$ cat src/hw/rtl/spk_pkg.sv
// Shared types, constants and rotate helpers for the SPECK-128 CTR byte stream.
`default_nettype none
package spk_pkg;

  localparam int unsigned WORD_W  = 64;
  localparam int unsigned BYTE_W  = 8;
  localparam int unsigned POS_W   = 4;
  localparam int unsigned IDX_W   = 8;
  localparam int unsigned QDEPTH  = 4;
  localparam int unsigned QPTR_W  = 2;
  localparam int unsigned QCNT_W  = 3;

  // Register select values of paddr[3], the only address bit decoded
  localparam logic REG_KEY_LOW  = 1'b0;
  localparam logic REG_KEY_HIGH = 1'b1;

  // One queued byte with its block coordinates
  typedef struct packed {
    logic [BYTE_W-1:0] data;
    logic              eom;
    logic [POS_W-1:0]  pos;
    logic [IDX_W-1:0]  idx;
  } item_t;

  typedef struct packed {
    logic full;
    logic empty;
  } q_stat_t;

  typedef struct packed {
    logic running;
    logic pop;
  } bk_stat_t;

  typedef enum logic {
    ST_IDLE,
    ST_RUN
  } bk_state_e;

  function automatic logic [WORD_W-1:0] ror8(input logic [WORD_W-1:0] v);
    return {v[7:0], v[WORD_W-1:8]};
  endfunction

  function automatic logic [WORD_W-1:0] rol3(input logic [WORD_W-1:0] v);
    return {v[WORD_W-4:0], v[WORD_W-1:WORD_W-3]};
  endfunction

endpackage
`default_nettype wire

$ cat src/hw/rtl/spk_front.sv
// Input side: takes bytes and tags them with byte position and block index.
`default_nettype none
module spk_front (
  input  wire logic           clk_i,
  input  wire logic           rst_ni,
  input  wire logic [7:0]     s_axis_tdata_i,
  input  wire logic           s_axis_tlast_i,
  input  wire logic           s_axis_tvalid_i,
  output logic                s_axis_tready_o,
  input  wire spk_pkg::q_stat_t q_stat_i,
  output logic                push_o,
  output spk_pkg::item_t      item_o
);
  import spk_pkg::*;

  logic [POS_W-1:0] pos_q, pos_d;
  logic [IDX_W-1:0] idx_q, idx_d;

  assign s_axis_tready_o = !q_stat_i.full;
  assign push_o          = s_axis_tvalid_i && s_axis_tready_o;

  always_comb begin
    item_o.data = s_axis_tdata_i;
    item_o.eom  = s_axis_tlast_i;
    item_o.pos  = pos_q;
    item_o.idx  = idx_q;
  end

  always_comb begin
    pos_d = pos_q;
    idx_d = idx_q;
    if (push_o) begin
      if (s_axis_tlast_i) begin
        pos_d = '0;
        idx_d = '0;
      end else begin
        pos_d = pos_q + POS_W'(1);
        // wrap of the position starts the next counter block
        if (pos_q == {POS_W{1'b1}}) begin
          idx_d = idx_q + IDX_W'(1);
        end
      end
    end
  end

  always_ff @(posedge clk_i or negedge rst_ni) begin
    if (!rst_ni) begin
      pos_q <= '0;
      idx_q <= '0;
    end else begin
      pos_q <= pos_d;
      idx_q <= idx_d;
    end
  end

endmodule
`default_nettype wire

$ cat src/hw/rtl/spk_fifo.sv
// Short word queue between the input side and the cipher back end.
`default_nettype none
module spk_fifo (
  input  wire logic             clk_i,
  input  wire logic             rst_ni,
  input  wire logic             push_i,
  input  wire spk_pkg::item_t   item_i,
  input  wire logic             pop_i,
  output spk_pkg::item_t        head_o,
  output spk_pkg::q_stat_t      stat_o
);
  import spk_pkg::*;

  item_t              mem_q [QDEPTH];
  logic [QPTR_W-1:0]  wr_ptr_q, rd_ptr_q;
  logic [QCNT_W-1:0]  cnt_q, cnt_d;

  assign head_o       = mem_q[rd_ptr_q];
  assign stat_o.full  = (cnt_q == QCNT_W'(QDEPTH));
  assign stat_o.empty = (cnt_q == '0);

  always_comb begin
    cnt_d = cnt_q;
    if (push_i && !pop_i) begin
      cnt_d = cnt_q + QCNT_W'(1);
    end else if (pop_i && !push_i) begin
      cnt_d = cnt_q - QCNT_W'(1);
    end
  end

  always_ff @(posedge clk_i) begin
    if (push_i) begin
      mem_q[wr_ptr_q] <= item_i;
    end
  end

  always_ff @(posedge clk_i or negedge rst_ni) begin
    if (!rst_ni) begin
      wr_ptr_q <= '0;
      rd_ptr_q <= '0;
      cnt_q    <= '0;
    end else begin
      if (push_i) begin
        wr_ptr_q <= wr_ptr_q + QPTR_W'(1);
      end
      if (pop_i) begin
        rd_ptr_q <= rd_ptr_q + QPTR_W'(1);
      end
      cnt_q <= cnt_d;
    end
  end

endmodule
`default_nettype wire

$ cat src/hw/rtl/spk_back.sv
// Cipher back end: iterated SPECK round with on-the-fly key schedule, XOR, output register.
`default_nettype none
module spk_back #(
  parameter int unsigned ROUND_COUNT = 32
) (
  input  wire logic           clk_i,
  input  wire logic           rst_ni,
  input  wire logic [63:0]    key_low_i,
  input  wire logic [63:0]    key_high_i,
  input  wire spk_pkg::item_t head_i,
  input  wire spk_pkg::q_stat_t q_stat_i,
  output spk_pkg::bk_stat_t   stat_o,
  output logic [7:0]          m_axis_tdata_o,
  output logic                m_axis_tlast_o,
  output logic                m_axis_tvalid_o,
  input  wire logic           m_axis_tready_i
);
  import spk_pkg::*;

  localparam int unsigned RndW = (ROUND_COUNT > 1) ? $clog2(ROUND_COUNT) : 1;
  localparam logic [RndW-1:0] RND_LAST = RndW'(ROUND_COUNT - 1);

  bk_state_e         st_q, st_d;
  logic [WORD_W-1:0] x_q, y_q, k_q, l_q;
  logic [WORD_W-1:0] x_n, y_n, k_n, l_n;
  logic [RndW-1:0]   rnd_q;
  logic [2*WORD_W-1:0] ks_q;
  logic              blk_done_q;
  logic              out_valid_q;
  logic [BYTE_W-1:0] out_data_q;
  logic              out_last_q;

  logic out_free, head_needs_blk, start, emit, last_rnd;

  assign out_free       = !out_valid_q || m_axis_tready_i;
  assign head_needs_blk = (head_i.pos == '0) && !blk_done_q;
  assign last_rnd       = (rnd_q == RND_LAST);

  // next state
  always_comb begin
    st_d = st_q;
    unique case (st_q)
      ST_IDLE: if (!q_stat_i.empty && head_needs_blk) st_d = ST_RUN;
      ST_RUN:  if (last_rnd) st_d = ST_IDLE;
      default: st_d = ST_IDLE;
    endcase
  end

  // state outputs
  always_comb begin
    start = 1'b0;
    emit  = 1'b0;
    unique case (st_q)
      ST_IDLE: begin
        start = !q_stat_i.empty && head_needs_blk;
        emit  = !q_stat_i.empty && !head_needs_blk && out_free;
      end
      ST_RUN: begin
        start = 1'b0;
        emit  = 1'b0;
      end
      default: begin
        start = 1'b0;
        emit  = 1'b0;
      end
    endcase
  end

  assign stat_o.running = (st_q == ST_RUN);
  assign stat_o.pop     = emit;

  // one round of the cipher and of the key schedule side by side
  always_comb begin
    x_n = (ror8(x_q) + y_q) ^ k_q;
    y_n = rol3(y_q) ^ x_n;
    l_n = (ror8(l_q) + k_q) ^ {{(WORD_W-RndW){1'b0}}, rnd_q};
    k_n = rol3(k_q) ^ l_n;
  end

  always_ff @(posedge clk_i) begin
    if (start) begin
      x_q   <= {head_i.idx, {(WORD_W-IDX_W){1'b0}}};
      y_q   <= '0;
      k_q   <= key_low_i;
      l_q   <= key_high_i;
      rnd_q <= '0;
    end else if (st_q == ST_RUN) begin
      x_q   <= x_n;
      y_q   <= y_n;
      k_q   <= k_n;
      l_q   <= l_n;
      rnd_q <= rnd_q + RndW'(1);
    end
    if (st_q == ST_RUN && last_rnd) begin
      ks_q <= {x_n, y_n};
    end
    if (emit) begin
      out_data_q <= head_i.data ^ ks_q[{head_i.pos, 3'b000} +: BYTE_W];
      out_last_q <= head_i.eom;
    end
  end

  always_ff @(posedge clk_i or negedge rst_ni) begin
    if (!rst_ni) begin
      st_q        <= ST_IDLE;
      blk_done_q  <= 1'b0;
      out_valid_q <= 1'b0;
    end else begin
      st_q <= st_d;
      if (st_q == ST_RUN && last_rnd) begin
        blk_done_q <= 1'b1;
      end else if (emit) begin
        blk_done_q <= 1'b0;
      end
      if (emit) begin
        out_valid_q <= 1'b1;
      end else if (m_axis_tready_i) begin
        out_valid_q <= 1'b0;
      end
    end
  end

  assign m_axis_tvalid_o = out_valid_q;
  assign m_axis_tdata_o  = out_data_q;
  assign m_axis_tlast_o  = out_last_q;

endmodule
`default_nettype wire

$ cat src/hw/rtl/speck128_ctr_keystream_xor_top.sv
// Top level of the SPECK-128/128 counter-mode keystream XOR byte stream.
//
//  channel   | direction | word                         | handshake
//  ----------+-----------+------------------------------+-------------------------
//  s_axis    | in        | tdata[7:0] data_in,          | tvalid & tready
//            |           | tlast end_of_message         |
//  m_axis    | out       | tdata[7:0] data_out,         | tvalid & tready
//            |           | tlast final_byte             |
//  apb       | cfg       | 0x0 key_low, 0x8 key_high    | psel & penable & pwrite
//
// A byte at block position 0 needs a load step and ROUND_COUNT rounds in the one
// iterated round unit before it is presented; the other 15 bytes follow one per
// cycle while the queue holds them and the output is not stalled.
// Key writes take effect on the next block; keys are scheduled alongside rounds.
// Reset (rst_ni low, async) clears keys, queue, counters and output valid.
// A four-word queue takes input during rounds or output stalls until it fills.
`default_nettype none
module speck128_ctr_keystream_xor_top #(
  parameter int unsigned ROUND_COUNT = 32
) (
  input  wire logic        clk_i,
  input  wire logic        rst_ni,
  // [7:0] data_in
  input  wire logic [7:0]  s_axis_tdata_i,
  input  wire logic        s_axis_tlast_i,
  input  wire logic        s_axis_tvalid_i,
  output logic             s_axis_tready_o,
  // [7:0] data_out
  output logic [7:0]       m_axis_tdata_o,
  output logic             m_axis_tlast_o,
  output logic             m_axis_tvalid_o,
  input  wire logic        m_axis_tready_i,
  input  wire logic        psel,
  input  wire logic        penable,
  input  wire logic        pwrite,
  input  wire logic [3:0]  paddr,
  input  wire logic [63:0] pwdata,
  output logic [63:0]      prdata,
  output logic             pready
);
  import spk_pkg::*;

  logic [63:0] key_low_q, key_high_q;
  logic        cfg_wr;
  logic        push;
  item_t       item, head;
  q_stat_t     q_stat;
  bk_stat_t    bk_stat;

  // ---------------- configuration port ----------------
  assign pready = 1'b1;
  assign cfg_wr = psel && penable && pwrite && pready;

  always_comb begin
    unique case (paddr[3])
      REG_KEY_LOW:  prdata = key_low_q;
      REG_KEY_HIGH: prdata = key_high_q;
      default:      prdata = '0;
    endcase
  end

  always_ff @(posedge clk_i or negedge rst_ni) begin
    if (!rst_ni) begin
      key_low_q  <= '0;
      key_high_q <= '0;
    end else if (cfg_wr) begin
      if (paddr[3] == REG_KEY_LOW) begin
        key_low_q <= pwdata;
      end else begin
        key_high_q <= pwdata;
      end
    end
  end

  // ---------------- front: tag and enqueue ----------------
  spk_front u_front (
    .clk_i          (clk_i),
    .rst_ni         (rst_ni),
    .s_axis_tdata_i (s_axis_tdata_i),
    .s_axis_tlast_i (s_axis_tlast_i),
    .s_axis_tvalid_i(s_axis_tvalid_i),
    .s_axis_tready_o(s_axis_tready_o),
    .q_stat_i       (q_stat),
    .push_o         (push),
    .item_o         (item)
  );

  spk_fifo u_fifo (
    .clk_i (clk_i),
    .rst_ni(rst_ni),
    .push_i(push),
    .item_i(item),
    .pop_i (bk_stat.pop),
    .head_o(head),
    .stat_o(q_stat)
  );

  // ---------------- back: rounds, XOR, output register ----------------
  spk_back #(
    .ROUND_COUNT(ROUND_COUNT)
  ) u_back (
    .clk_i          (clk_i),
    .rst_ni         (rst_ni),
    .key_low_i      (key_low_q),
    .key_high_i     (key_high_q),
    .head_i         (head),
    .q_stat_i       (q_stat),
    .stat_o         (bk_stat),
    .m_axis_tdata_o (m_axis_tdata_o),
    .m_axis_tlast_o (m_axis_tlast_o),
    .m_axis_tvalid_o(m_axis_tvalid_o),
    .m_axis_tready_i(m_axis_tready_i)
  );

`ifndef NO_ASSERTIONS
  a_pop_not_empty: assert property (@(posedge clk_i) disable iff (!rst_ni)
    bk_stat.pop |-> !q_stat.empty) else $error("pop from empty queue");

  a_push_not_full: assert property (@(posedge clk_i) disable iff (!rst_ni)
    push |-> !q_stat.full) else $error("push into full queue");

  a_no_emit_in_rounds: assert property (@(posedge clk_i) disable iff (!rst_ni)
    bk_stat.running |-> !bk_stat.pop) else $error("byte emitted during rounds");

  a_pop_gives_valid: assert property (@(posedge clk_i) disable iff (!rst_ni)
    bk_stat.pop |=> m_axis_tvalid_o) else $error("popped word not presented");
`endif

endmodule
`default_nettype wire

$ cat config.mk
export PLATFORM = sky130hd
export DESIGN_NAME = speck128_ctr_keystream_xor_top
export DESIGN_NICKNAME = d
export VERILOG_FILES = /design/src/hw/rtl/spk_pkg.sv /design/src/hw/rtl/spk_front.sv /design/src/hw/rtl/spk_fifo.sv /design/src/hw/rtl/spk_back.sv /design/src/hw/rtl/speck128_ctr_keystream_xor_top.sv
export SDC_FILE = /design/constraint.sdc
export NUM_CORES = 1
export LEC_CHECK = 0
export ABC_CLOCK_PERIOD_IN_PS = 6700
export BUFFER_PORTS_ARGS = -buffer_cell sky130_fd_sc_hd__buf_2
export CAP_MARGIN = 0
export CORE_MARGIN = 2
export CORE_UTILIZATION = 35
export DETAILED_ROUTE_END_ITERATION = 7
export PLACE_DENSITY = 0.51
export SYNTH_ARGS = -nofsm -noshare
export SYNTH_HDL_FRONTEND = slang
export SYNTH_SLANG_ARGS = --single-unit
$ cat constraint.sdc
create_clock -name clk_i -period 6.7 [get_ports clk_i]
set_input_delay 1.34 -clock clk_i [delete_from_list [all_inputs] [get_ports clk_i]]
set_output_delay 1.34 -clock clk_i [all_outputs]
set_load 0.01 [all_outputs]
Yosys cells after proc, flatten, opt, wreduce, memory -nomap -nowiden
Memories as Yosys holds them, arrays and structs flattened.
Index checks and enable logic that the tools add are counted.
Cells by class
  $add $sub $neg: 9
  multiply operators: 0
  divide/modulo/power cells: 0
  order comparisons: 0
  eq/ne operators: 3
  shift operators: 1
  multiplexer cells: 23
  bitwise logic cells: 7
  reductions and logical operators: 28
Operators with widths (count)
  $mux 64: 6
  $xor 64x64->64: 3
  $add 64x64->64: 2
  $pmux 64 s2: 1
  $shiftx 128x8->8: 1
  $xor 64x5->64: 1
  $mux 8: 2
  $logic_and 1x1->1: 10
  $reduce_bool 2->1: 5
  $add 8x1->8 const B: 1
  $mux 1: 8
  $xor 8x8->8: 1
  $logic_not 1->1: 7
  $mux 3: 2
  $pmux 1 s2: 3
  $reduce_and 2->1: 3
  $add 5x1->5 const B: 1
  $eq 5x5->1 const B: 1
  $add 2x1->2 const B: 2
  $add 4x1->4 const B: 1
  $eq 4x4->1 const B: 1
  $logic_not 4->1: 1
  $mux 4: 1
  $add 3x1->3 const B: 1
  other kinds (5): 6
Storage, ports and cells
  flip-flop bits (word level): 548
  bits in latches: 0
  bits in writable memories: 84
  memory bits (read-only): 0
  input bits: 84
  output and inout bits: 76
  word-level logic and storage cells: 91
  memories: 1
Memory list
  u_fifo.mem_q: words 4, bits a word 21, read ports 1, clocked after Yosys merged registers in 0, wr ports 1, RTL line spk_fifo.sv:14  | item_t mem_q [QDEPTH];

Depth between registers and ports, before layout
An unclocked memory read counts as a cell.
  depth in word-level cells: 10
  depth in mapped cells: 13
  depth with buffers taken out: 13

By module
A second synthesis with hierarchy kept.
Unflattened totals
  cell total of the unflattened synthesis: 2968
  area total of the unflattened synthesis: 34730.8 sq um
Modules (own cells, without submodules)
  spk_back: instances 1, cells an instance 2399, area each 24728.7 sq um, sequential area each 10775.3 sq um
  speck128_ctr_keystream_xor_top: instances 1, cells an instance 344, area each 5786.8 sq um, sequential area each 3203.1 sq um
  spk_fifo: instances 1, cells an instance 144, area each 3458.3 sq um, sequential area each 2697.6 sq um
  spk_front: instances 1, cells an instance 81, area each 757.0 sq um, sequential area each 300.3 sq um

Least setup slack after synthesis
OpenSTA, ideal clock, no wires.
  path kind: reg2reg
  start point: register u_fifo.rd_ptr_q[0]
  end point: register u_back.k_q[0] (enable)
  setup time: 489 ps
  arrival: 4850 ps
  data required time: 6211 ps
  slack: 1360 ps
  stages on the path, launching flop included: 9
  buffers on the path: 3
  period minus slack after synthesis: 5340 ps
  path through: dfrtp_1 > buf_2 > mux4_2 > buf_2 > or4_4 > nor3_1 > nor2_1 > clkbuf_1 > inv_1
Between the ends
  cells in the longest elaborated chain, start to end: 6
RTL lines
  start: declaration: RTL line spk_fifo.sv:15  | logic [QPTR_W-1:0] wr_ptr_q, rd_ptr_q;
  start signal: assignment: RTL line spk_fifo.sv:47  | rd_ptr_q <= rd_ptr_q + QPTR_W'(1);
  $mem_v2 4x21
  $logic_not 4->1: RTL line spk_back.sv:36  | assign head_needs_blk = (head_i.pos == '0) && !blk_done_q;
  $logic_and 1x1->1: RTL line spk_back.sv:36
  $logic_and 1x1->1: RTL line spk_back.sv:55  | start = !q_stat_i.empty && head_needs_blk;
  $pmux 1 s2: RTL line spk_back.sv:53  | unique case (st_q)
  $reduce_bool 2->1 (no line)
  end signal: assignment: RTL line spk_back.sv:84  | k_q <= key_low_i;
  end signal: assignment: RTL line spk_back.sv:90  | k_q <= k_n;
  end: declaration: RTL line spk_back.sv:24  | logic [WORD_W-1:0] x_q, y_q, k_q, l_q;
No other way between the ends.
A chain may end at the register's enable or synchronous reset.

Worst setup path after layout
  start point: input port paddr[3]
  end point: output port prdata[5]
Between the ends
  cells in the longest elaborated chain, start to end: 2
RTL lines
  start: declaration: RTL line speck128_ctr_keystream_xor_top.sv:36  | input wire logic [3:0] paddr,
  $not 1->1 (no line)
  $pmux 64 s2 (*): RTL line speck128_ctr_keystream_xor_top.sv:55  | unique case (paddr[3])
  end: declaration: RTL line speck128_ctr_keystream_xor_top.sv:38  | output logic [63:0] prdata,
Mark *: on every way between the ends. The rest lies on a longest branch, timed or not.

==> impl_metrics.ini <==
[floorplan]
initial_core_util = 0.3523
coreArea_um2 = 96570
die-area_um2 = 99710
die_h_um = 315.8
ioPinCount = 160
rows = 114
dieWidth_um = 315.8

[global_route]
met3_usage = 0.02407
antenna_found_initial = 0
overflow = 0
grt_pass1_wl_um = 151300
grt_pass1_vias = 24059
grt_start_max_net_pins = 122
busiest_layer = met2
grt.met1_usage = 0.2778
grtUsageTotal = 0.2003
grt_use_met2 = 0.3284

[timing]
min_period_over_period = 0.6731
setup_violations = 0
fin_crit_ns = 4.510
finalHoldViolCount = 0
tightest_slew_ns = 1.032
holdWs_ns = 0.4811
slew_viol_final = 0
relSlewSlack = 0.3045
rsz0062_at_grt = no
finClkSkew_ns = 0.02487
setup-tns-final_ns = 0
timing.fmax_ghz = 0.2217

[min_path]
holdPathStages = 1
hp-class = reg -> reg
hold-path-endpoint = u_back.x_q[30]
hp-start = u_back.x_q[30]

[worst_setup_path]
reg2reg_depth = 11
r2r_start = u_back.k_q[4]
slowest_delay_ns = 0.64
path_cells = buf_2 > buf_4 > mux2_2 > buf_2
arrival_ns = 3.17
reg2reg_to = u_back.k_q[47]
reg2reg_slack_ns = 2.43
crit_slowest_cell = buf_4
end_kind = output pin
worst-path-max-fanout = 42
required_ns = 5.36
worstSetupPathType = in -> out
path_common_cell = buf_2
cp-start-kind = input port

[cells_and_area]
fin_nets = 3208
fillers = 9183
diodes = 0
layout-drive-gt1-share = 0.2004
area.growth.synth_to_final_pct = 13.06
stdcell_area_um2 = 38460

[clock_tree]
cts-root-buf = clkbuf_16
cts_max_level = 3
cts_setup_buffers = 0
cts_tree = yes
cts_resized = 0
clock_path_buffers = 3
clk_pin_slew_worst_paths_ns = 0.05
cts_hold_buf = 0
clock_latency_ns = 0.64
cts-buffers-inserted = 75
clock_sinks = 632

[synth]
synth_edf_count = 357
synth-seq-cells = 632
syn_avg_cell_area_um2 = 11.80
synth_nets = 3104
yosysUniqueCellTypes = 91
ys.flop_type = edfxtp_1
ys_seq_area_frac = 0.4990
synth.most_common_cell = edfxtp_1
synth_top_area_frac = 0.3151
synth_common_cells = 357 x edfxtp_1, 294 x nand2_1, 205 x mux2_2, 177 x xnor2_1, 176 x a21oi_1
synthTopCellsByArea = edfxtp_1 32%, dfrtp_1 11%, dfxtp_1 7.4%
ys_async_sr_fraction = 0.2373
synth.cell_area_um2 = 34020
yosys_warnings = 0
synth_top_area_cell = edfxtp_1
postSynthCellCount = 2882

[placement]
dp_hpwl_um = 74680
post_dp_cell_area_um2 = 35990
place.gp.congestion = 0.9189
portBuffers = 155

[drt]
wl_um = 100700
drtIter0Drc = 1689
drcViolationCount = 0
via_count = 23637
routed_via_density = 5.465
ant_nets = 0
wire_per_inst_um = 23.28
drt_pre_antenna_iters = 5

[status]
status = completed

[run]
drv_cap = 0
[layout by cell type (no fill, tap or decap), types with 13 or more instances in the layout]
cell	count
a21o_1	69
nand4_1	47
inv_1	47
ha_1	135
dfxtp_1	125
nor2_1	114
a21oi_1	176
nand2_1	293
buf_4	20
xor2_1	156
mux4_2	61
nand3_1	25
edfxtp_1	357
buf_2	154
a22o_1	123
and3_1	17
mux2_2	205
o21ai_0	157
a31oi_1	23
dfrtp_1	149
xnor3_1	13
clkbuf_1	16
clkbuf_16	81
xnor2_1	177
o21bai_1	30
nor3_1	29
[registers in the layout, summed over array words and instances, names as in the netlist, 2 cells and up]
register	cells
u_fifo.mem_q	84
key_low_q	64
u_back.l_q	64
u_fifo.rd_ptr_q	2
u_back.ks_q	128
u_fifo.wr_ptr_q	2
u_back.rnd_q	5
u_front.idx_q	8
key_high_q	64
u_back.m_axis_tdata_o	8
u_front.pos_q	4
u_back.k_q	64
u_fifo.cnt_q	3
u_back.y_q	64
u_back.x_q	64
[stage by stage]
stage	setup WS, ns	cells	util
after floorplan	1.360	2882	-
after global placement	2.174	4185	0.3727
after detailed placement	2.149	4185	0.3727
after CTS	2.147	4325	0.3983
after global routing	2.084	4325	0.3983
final	2.190	4325	0.3983
[worst max-delay path: cells and delay by family]
kind	cells	cell delay (ns)
buf+inv	3	1.30
mux	1	0.46
[kinds of logic after synthesis]
logic type	share of synthesized area
compound gates	0.1389
xor+xnor	0.09883
fa+ha+maj	0.05142
buf+inv	0.02424
flops	0.4990
mux	0.1085
other cells	0.0001102
simple gates	0.07893
[worst max path at each step]
stage,startpoint,to,slack (ns),cells after the start
finish,paddr[3],prdata[5],2.19,4
global route,paddr[3],prdata[5],2.08,4
CTS,paddr[3],prdata[5],2.15,4
detailed placement,paddr[3],prdata[5],2.15,4
global placement,paddr[3],prdata[5],2.17,4
floorplan,u_fifo.rd_ptr_q[0],u_back.k_q[0],1.36,8
[layer usage]
metal	wire length [um]	vias up
li1	-	10909
met1	46400	11919
met2	47090	660
met3	4337	149
met4	2847	0
met5	0	-
[final cells by class]
type                    instances  area (um^2)  share of cell area
clock buffers                 103         2170             0.05641
flip-flops and latches        632        16980              0.4415
inverters                      48        185.2            0.004815
well taps                    1276         1597             0.04151
clock inverters                37        300.3            0.007808
multi-input cells            2051        16240              0.4222
repair buffers                178        992.2             0.02580
Power is not shown: default switching activity piles up to over one toggle a cycle in this logic, so the estimate is an artifact.
